===== src/hw/rtl/vns_pkg.sv =====
// Shared constants and controller/datapath interface types for the Voronoi nearest-seed block.
package vns_pkg;

	localparam int MAX_SEEDS  = 256;
	localparam int COORD_BITS = 10;
	localparam int IDX_W      = $clog2(MAX_SEEDS);
	localparam int CNT_W      = 9;
	localparam int CHAN_W     = 8;
	localparam int COLOR_W    = 3 * CHAN_W;
	localparam int SQ_W       = 2 * COORD_BITS;
	localparam int DIST_W     = SQ_W + 1;
	localparam int ENTRY_W    = 2 * COORD_BITS + COLOR_W;
	localparam int CFG_IDX_W  = 1;
	localparam int CFG_DATA_W = CNT_W;

	localparam logic [CFG_IDX_W-1:0] REG_SEED_COUNT  = 1'd0;
	localparam logic [CFG_IDX_W-1:0] REG_METRIC_MODE = 1'd1;

	localparam logic ACT_LOAD  = 1'b0;
	localparam logic ACT_QUERY = 1'b1;

	localparam logic METRIC_MANHATTAN = 1'b0;
	localparam logic METRIC_EUCLID_SQ = 1'b1;

	typedef struct packed {
		logic write;
		logic start;
		logic issue;
		logic load_out;
	} vns_cmd_t;

	typedef struct packed {
		logic last_issue;
		logic pipe_busy;
		logic out_free;
	} vns_sts_t;

endpackage


===== src/hw/rtl/vns_ctrl.sv =====
// Controller state machine: load/query dispatch, seed scan sequencing and result handoff.
module vns_ctrl (
	input  logic              clk,
	input  logic              arst_n,
	input  logic              in_valid,
	output logic              in_ready,
	input  logic              action,
	input  vns_pkg::vns_sts_t sts,
	output vns_pkg::vns_cmd_t cmd
);

	typedef enum logic [3:0] {
		ST_IDLE  = 4'b0001,
		ST_SCAN  = 4'b0010,
		ST_DRAIN = 4'b0100,
		ST_WAIT  = 4'b1000
	} state_t;

	state_t state_q, state_d;

	always_comb begin
		state_d      = state_q;
		in_ready     = 1'b0;
		cmd          = '0;
		unique case (state_q)
			ST_IDLE: begin
				in_ready = 1'b1;
				if (in_valid) begin
					if (action == vns_pkg::ACT_QUERY) begin
						cmd.start = 1'b1;
						state_d   = ST_SCAN;
					end else begin
						cmd.write = 1'b1;
					end
				end
			end
			ST_SCAN: begin
				cmd.issue = 1'b1;
				if (sts.last_issue) begin
					state_d = ST_DRAIN;
				end
			end
			ST_DRAIN: begin
				if (!sts.pipe_busy) begin
					state_d = ST_WAIT;
				end
			end
			ST_WAIT: begin
				if (sts.out_free) begin
					cmd.load_out = 1'b1;
					state_d      = ST_IDLE;
				end
			end
			default: begin
				state_d = ST_IDLE;
			end
		endcase
	end

	always_ff @(posedge clk or negedge arst_n) begin
		if (!arst_n) begin
			state_q <= ST_IDLE;
		end else begin
			state_q <= state_d;
		end
	end

endmodule


===== config.mk =====
export PLATFORM = sky130hd
export DESIGN_NAME = vns_ctrl
export DESIGN_NICKNAME = d
export VERILOG_FILES = /design/src/hw/rtl/vns_pkg.sv /design/src/hw/rtl/vns_ctrl.sv
export SDC_FILE = /design/constraint.sdc
export NUM_CORES = 1
export LEC_CHECK = 0
export ABC_AREA = 1
export BUFFER_PORTS_ARGS = -buffer_cell sky130_fd_sc_hd__buf_2
export CORE_AREA = 2 2 39 41
export CTS_CLUSTER_SIZE = 25
export DETAILED_ROUTE_END_ITERATION = 12
export DIE_AREA = 0 0 41 43
export GPL_TIMING_DRIVEN = 0
export PLACE_DENSITY_LB_ADDON = 0.1
export SLEW_MARGIN = 5
export SYNTH_ARGS = -nofsm -noshare
export SYNTH_HDL_FRONTEND = slang
export SYNTH_SLANG_ARGS = --single-unit
export TNS_END_PERCENT = 50

===== constraint.sdc =====
create_clock -name clk -period 1.6 [get_ports clk]
set_input_delay 0.16 -clock clk [delete_from_list [all_inputs] [get_ports clk]]
set_output_delay 0.16 -clock clk [all_outputs]
set_load 0.01 [all_outputs]

======== Word-level counts from Yosys, hierarchy flattened ========
Index checks and enable logic that the tools add are counted.
cells by class
  $add $sub $neg .......................... 0
  $mul .................................... 0
  div/mod/pow operators ................... 0
  order comparisons ....................... 0
  equal/unequal tests ..................... 9
  shift operators ......................... 0
  multiplexer cells ....................... 14
  bitwise gates (word level) .............. 0
  reductions and logical operators ........ 1
operators with widths
  kind                                                              count
  4-bit 2-to-1 mux                                                  5
  4-bit one-hot mux with 4 select lines                             1
  2-bit != test (second input constant)                             5
  1-bit 2-to-1 mux                                                  6
  5-bit AND reduction                                               1
  4-bit by 1-bit == test with 1-bit output (second input constant)  1
  4-bit by 2-bit == test with 1-bit output (second input constant)  1
  4-bit by 3-bit == test with 1-bit output (second input constant)  1
  4-bit == test (second input constant)                             1
  2-bit 2-to-1 mux                                                  2
storage, ports and cells
  bits in registers ....................... 4
  bits in latches ......................... 0
  bits in writable memories ............... 0
  bits in read-only memories .............. 0
  bits of input ports ..................... 7
  output and inout bits ................... 5
  word-level logic and storage cells ...... 25
  memories ................................ 0

======== Depth between registers and ports, before layout ========
Gate-level depths: netlist of run 1.
  depth after elaboration ................. 3
  mapped depth ............................ 7
  mapped depth without buffers ............ 7

======== Least setup slack after synthesis of run 1 ========
Ideal clock, no wire load.
  path type ............................... register to output
  start point ............................. register state_q[0]
  end point ............................... output cmd[3] in the netlist's numbering
  arrival ................................. 1,076 ps
  data required time ...................... 1,440 ps
  slack ................................... 364 ps
  cell stages (with the launch flop) ...... 7
  buffers on the path ..................... 0
  cells stage by stage .................... dfstp_2 > inv_2 > nor2_1 > nand2_1 > inv_2 > nand2_1 > nor2_1
RTL lines
  what                    RTL line        text
  from (decl)             vns_ctrl.sv:19  state_t state_q, state_d;
  from (signal assigned)  vns_ctrl.sv:64  state_q <= state_d;
  to (decl)               vns_ctrl.sv:9   output vns_pkg::vns_cmd_t cmd

==> flow_summary.ini, run 1 <==
[outcome]
outcome = complete, no violations

[timing]
timing.fmax_mhz = 666.4
finalHoldViolations = 0
finClkSkew_ns = 0.001910
period_minus_slack_ns = 1.501
setup_viol = 0
worst_pin_slew_ns = 0.2237
grt_setup_unrepaired = no
drv_slew = 0
fin_crit_sh_pct = 93.79
slew_headroom_pct = 85.07
tns_ns = 0

[cells_and_area]
seqCellArea_sq_um = 101.3
layout.nets = 67
antenna_cells = 0
multiInputGateArea_sq_um = 151.4
areaGrowthSynthToFinish_pct = 42.47
fill_cells = 165
drive_gt1_share_pct = 40.68
regMostFlops = state_q
largest_reg_flops = 4
top_regs = state_q (4)

[yosys]
yosysTopAreaCell = dfrtp_1
synth_nets = 50
netlist_instances = 43
synth_common_cells = nand2_1, nor2_1, inv_1
ys_ff_latch = 4
synthTopCellsByArea = dfrtp_1, nand2_1, nor2_1, dfstp_2, nand3_2
avgSynthCellArea_sq_um = 6.372
yosys_warnings = 0
async_flop_share_pct = 100.0
yosysMostFrequentCell = nand2_1
synth_top_area_share_pct = 27.40
synth-edff-count = 0
ys_seq_area_share_pct = 36.99
ys.flop_type = dfrtp_1
yosysUniqueCellTypes = 12
netlist_area_sq_um = 274.0

[worst_setup_path]
slowest_stage = dfstp_2
path_cells = inv_2 -> nor2_2 -> nand2_2 -> inv_2 -> nand2_1 -> nor2_1 -> buf_2
cp_common_cell = inv_2
critical_path.max_fanout = 4
path_class = flip-flop to primary output
slowest_delay_ns = 0.56
required_ns = 1.44
critPathArrivalTime_ns = 1.34
cp-start-kind = flip-flop
endpoint_kind = primary output

[drt]
top_layer = met4
totalWireLength_microns = 613
drtAntennaViolNets = 0
met1Wirelength_microns = 270
dr_total_vias = 293
drc = 0
routed-wl-met2_microns = 295
wl_met3_microns = 35
drtIter0Drc = 3
drt_pre_antenna_iters = 4
vias_per_cell = 3.907
routedWlPerCell_microns = 8.173

[placement]
hpwlAfterDp_microns = 514.1
routabilityCongestion = 0.7102
place.port_buffers = 11

[global_route]
grt.overflow.total = 0
grt_pass1_vias = 271
grt_max_degree = 5
track_usage_pct = 8.936
antenna_found_initial = 0
grt_pass1_wl_mm = 1.041

[die]
rows = 14
dieArea_sq_um = 1763
coreArea_sq_um = 1384
start_util_pct = 19.80
die_h_microns = 43
io_pins = 12
die_w_microns = 41

[power]
p_per_area_nw_per_um2 = 1542
switching_share_pct = 43.99
clock_power_share_pct = 22.8
power.leakage_nw = 0.2282
power_uw = 602.0
power_switching_uw = 264.8
power.share.sequential_pct = 29.6
p_int_uw = 337.2
vdd_drop_max_uv = 400.8
combinationalPowerShare_pct = 47.6

[job]
maxCapViolCount = 0

[clocking]
clock_sinks = 4
clk_path_buf_depth = 2
cts_tree = yes
postCtsSetupRepairBufs = 0
cts_root_buf = clkbuf_4
path_clk_slew_ns = 0.04
h-tree-depth = 1
clkLatencyLatePin_ns = 0.23
numCtsBuffers = 3

[min_path]
worst_hold_path_type = input pin to flip-flop
-- path summary, 6_finish.rpt --
path                         endpoint  slack, ns       start  depth (start not counted)
setup / recovery               cmd[3]        0.1  state_q[0]                          7
min in group asynchronous  state_q[3]       0.26      arst_n                          2
max in group asynchronous  state_q[0]       1.13      arst_n                          2
hold reg to reg            state_q[2]       0.61  state_q[3]                          3
hold / removal             state_q[2]       0.17      sts[1]                          3
setup reg to reg           state_q[3]       0.43  state_q[0]                          7
-- layer usage --
metal | vias to the layer above | GRT usage (%)
li1 | 158 | -
met1 | 127 | 11.90
met2 | 6 | 10.63
met3 | 2 | 4.712
met4 | 0 | 6.000
met5 | - | 0
-- cell usage in the layout (no fill, tap or decap) --
cell type      netlist  routed
nand2_1             15      14
buf_2                0      11
nor2_1               9       8
nor2_2               3       4
inv_1                4       4
clkbuf_4             0       3
dfrtp_1              3       3
inv_2                2       2
nand3_2              2       2
nand2_2              0       1
clkinv_1             1       1
nand3b_1             1       1
o21ai_1              1       1
nand3_1              1       1
clkbuf_1             0       1
dlygate4sd3_1        0       1
dfstp_2              1       1
-- final cells by class --
class / instances / share of cell area [%]
Timing Repair Buffer: 12 / 16.67
Inverter: 7 / 6.731
Sequential cell: 4 / 25.96
Multi-Input combinational cell: 32 / 38.78
Tap cell: 16 / 5.128
Clock buffer: 4 / 6.731
-- cells by family (layout without fill, tap and decap cells) --
kind of cell           after synthesis  count (layout)  synth area share [%]
buffers and inverters                7              23                 9.587
AO/OA/AOI/OAI                        1               1                 1.825
flip-flops                           4               4                 36.99
AND/OR/NAND/NOR                     31              31                 51.60
-- power by group through the flow --
| stage | Combinational [mW] | Sequential [mW] | Clock, mW |
|---|---|---|---|
| after floorplan | 0.203 | 0.170 | 0 |
| after global placement | 0.283 | 0.179 | 0 |
| after detailed placement | 0.278 | 0.177 | 0 |
| after CTS | 0.279 | 0.178 | 0.142 |
| after global routing | 0.329 | 0.182 | 0.161 |
| final | 0.287 | 0.178 | 0.137 |
-- timing repair --
action / CTS / global route
hold endpoints to repair: 4 / 0
endpoints found under the setup margin: 0 / 1
gates resized for setup: 0 / 2
hold buffers: 1 / 0
-- worst max-delay path, delay by kind of cell, from the launching register on --
family | cells | cell delay, ns
and+or+nand+nor | 4 | 0.30
DFF | 1 | 0.56
buffers and inverters | 3 | 0.23
-- stage by stage --
step                      hold slack [ns]  instance area (sq um)  util, %  cells  setup WS (ns)
after floorplan                   -0.1356                  274.0        -     43         0.3644
after global placement           -0.03276                  349.1    25.23     70         0.2921
after detailed placement         -0.03449                  349.1    25.23     70         0.3116
after CTS                          0.1747                  385.4    27.85     75        0.04632
after global routing               0.1740                  390.4    28.21     75        0.01207
final                              0.1749                  390.4    28.21     75        0.09939
(Power assumes the default switching activity.)
==> run 2: changes to the inputs <==
--- a/config.mk
+++ b/config.mk
@@ -12,7 +12,6 @@
 export DETAILED_ROUTE_END_ITERATION = 12
 export DIE_AREA = 0 0 41 43
 export GPL_TIMING_DRIVEN = 0
-export PLACE_DENSITY_LB_ADDON = 0.1
 export SLEW_MARGIN = 5
 export SYNTH_ARGS = -nofsm -noshare
 export SYNTH_HDL_FRONTEND = slang
==> run 2 against run 1 <==
First-iteration DRC count is 67% higher; clock power about the same; global-route usage is 0.26 points lower; fmax rose by 0.87%; sequential cell count is the same; die area is the same; sequential power about the same; cell count is the same; highest routed layer unchanged.
==> flow_summary.ini, run 2 (synthesis results as in run 1) <==
[min_path]
min_delay_path_depth = 3
hp-start = sts[1]
hold_path_end = state_q[2]
worst_hold_path_type = input pin to flip-flop

[power]
power.share.sequential_pct = 29.5
p_per_area_nw_per_um2 = 1544
switching_share_pct = 44.02
combinationalPowerShare_pct = 47.2
clock_power_share_pct = 23.3
p_int_uw = 337.3
power.leakage_nw = 0.2282
vdd_drop_max_uv = 562.7
power_switching_uw = 265.3

[die]
coreArea_sq_um = 1384
start_util_pct = 19.80
die_w_microns = 41
die_h_microns = 43
dieArea_sq_um = 1763
io_pins = 12
rows = 14

[worst_setup_path]
r2r-start = state_q[0]
slowest_delay_ns = 0.56
required_ns = 1.44
slowest_stage = dfstp_2
critical_path.max_fanout = 4
reg2regPathDepth = 7
cp_common_cell = inv_2
path_class = flip-flop to primary output
cp-start-kind = flip-flop
r2r-end = state_q[2]
endpoint_kind = primary output
critPathArrivalTime_ns = 1.33
regToRegSetupSlack_ns = 0.46
path_cells = inv_2 -> nor2_2 -> nand2_2 -> inv_2 -> nand2_1 -> nor2_1 -> buf_2

[global_route]
grt_max_degree = 5
track_usage_pct = 8.678
grt_pass1_wl_microns = 986
grt_pass1_vias = 279
antenna_found_initial = 0
grt.overflow.total = 0

[timing]
setup_viol = 0
worst_pin_slew_ns = 0.2034
fin_crit_sh_pct = 92.98
period_minus_slack_ns = 1.488
grt_setup_unrepaired = no
slew_headroom_pct = 86.42
drv_slew = 0
timing.fmax_mhz = 672.2
finClkSkew_ns = 0.008471
tns_ns = 0
finalHoldViolations = 0

[clocking]
path_clk_slew_ns = 0.04
clk_path_buf_depth = 2
clock_sinks = 4
clkLatencyLatePin_ns = 0.24
cts_tree = yes
h-tree-depth = 1
cts_root_buf = clkbuf_4
numCtsBuffers = 3

[drt]
drt_pre_antenna_iters = 4
drtAntennaViolNets = 0
dr_total_vias = 304
routedWlPerCell_microns = 7.813
drtIter0Drc = 5
vias_per_cell = 4.053
drc = 0
totalWireLength_microns = 586

[cells_and_area]
largest_reg_flops = 4
final_cell_mix = nand2_1, buf_2, nor2_1
areaGrowthSynthToFinish_pct = 42.47
final_common_cell = nand2_1
layout.nets = 67
fill_cells = 151
drive_gt1_share_pct = 40.68
antenna_cells = 0
regMostFlops = state_q
finalInstanceArea_sq_um = 390.4
top_regs = state_q (4)
utilization_pct = 28.21

[placement]
hpwlAfterDp_microns = 480.1
routabilityCongestion = 0.7460
placed_cell_area_sq_um = 349.1
place.port_buffers = 11

[outcome]
outcome = complete, no violations

[job]
maxCapViolCount = 0
[run 2: cell counts in the layout (fill, tap and decap cells not counted)]
No cell type changed its count.
[run 2: power groups by stage]
stage | clock, mW | combinational (mW) | sequential (mW)
finish | 0.140 | 0.285 | 0.178
global route | 0.154 | 0.334 | 0.182
CTS | 0.144 | 0.277 | 0.177
detailed placement | 0 | 0.274 | 0.178
global placement | 0 | 0.269 | 0.178
floorplan | 0 | 0.203 | 0.170
[run 2: metrics by stage]
step	power, mW	cells	hold slack (ns)	setup WS [ns]
final	0.6027	75	0.1672	0.1124
after global routing	0.6708	75	0.1667	0.03015
after CTS	0.5984	75	0.1648	0.04143
after detailed placement	0.4511	70	-0.03532	0.3012
after global placement	0.4470	70	-0.03624	0.3149
after floorplan	0.3729	43	-0.1356	0.3644
[run 2: worst max-delay path by stage]
stage               startpoint      to  slack (ns)  cells past startpoint
floorplan           state_q[0]  cmd[3]        0.36                      6
global placement    state_q[0]  cmd[3]        0.31                      7
detailed placement  state_q[0]  cmd[3]        0.30                      7
CTS                 state_q[0]  cmd[3]        0.04                      7
global route        state_q[0]  cmd[3]        0.03                      7
finish              state_q[0]  cmd[3]        0.11                      7
[run 2: cell type report]
cell class | count | area (sq um) | area share, %
Clock buffer | 4 | 26.28 | 6.731
Sequential cell | 4 | 101.3 | 25.96
Multi-Input combinational cell | 32 | 151.4 | 38.78
Inverter | 7 | 26.28 | 6.731
Timing Repair Buffer | 12 | 65.06 | 16.67
Tap cell | 16 | 20.02 | 5.128
[run 2: per-layer routing]
metal	vias up	track usage (%)	wire, microns
met3	2	1.571	24
met2	11	11.25	268
met5	-	0	0
li1	158	-	-
met1	133	10.46	278
met4	0	10.00	15
[run 2: repair_timing]
item,CTS,global route
hold buffers,1,0
endpoints found under the setup margin,0,1
buffers inserted,0,0
gates resized for setup,0,2
endpoints found under the hold margin,4,0
[run 2: worst max-delay path: cells and delay by family, from the launching register on]
kind / cells / cell delay, ns
flops: 1 / 0.56
simple gates: 4 / 0.30
buf+inv: 3 / 0.23
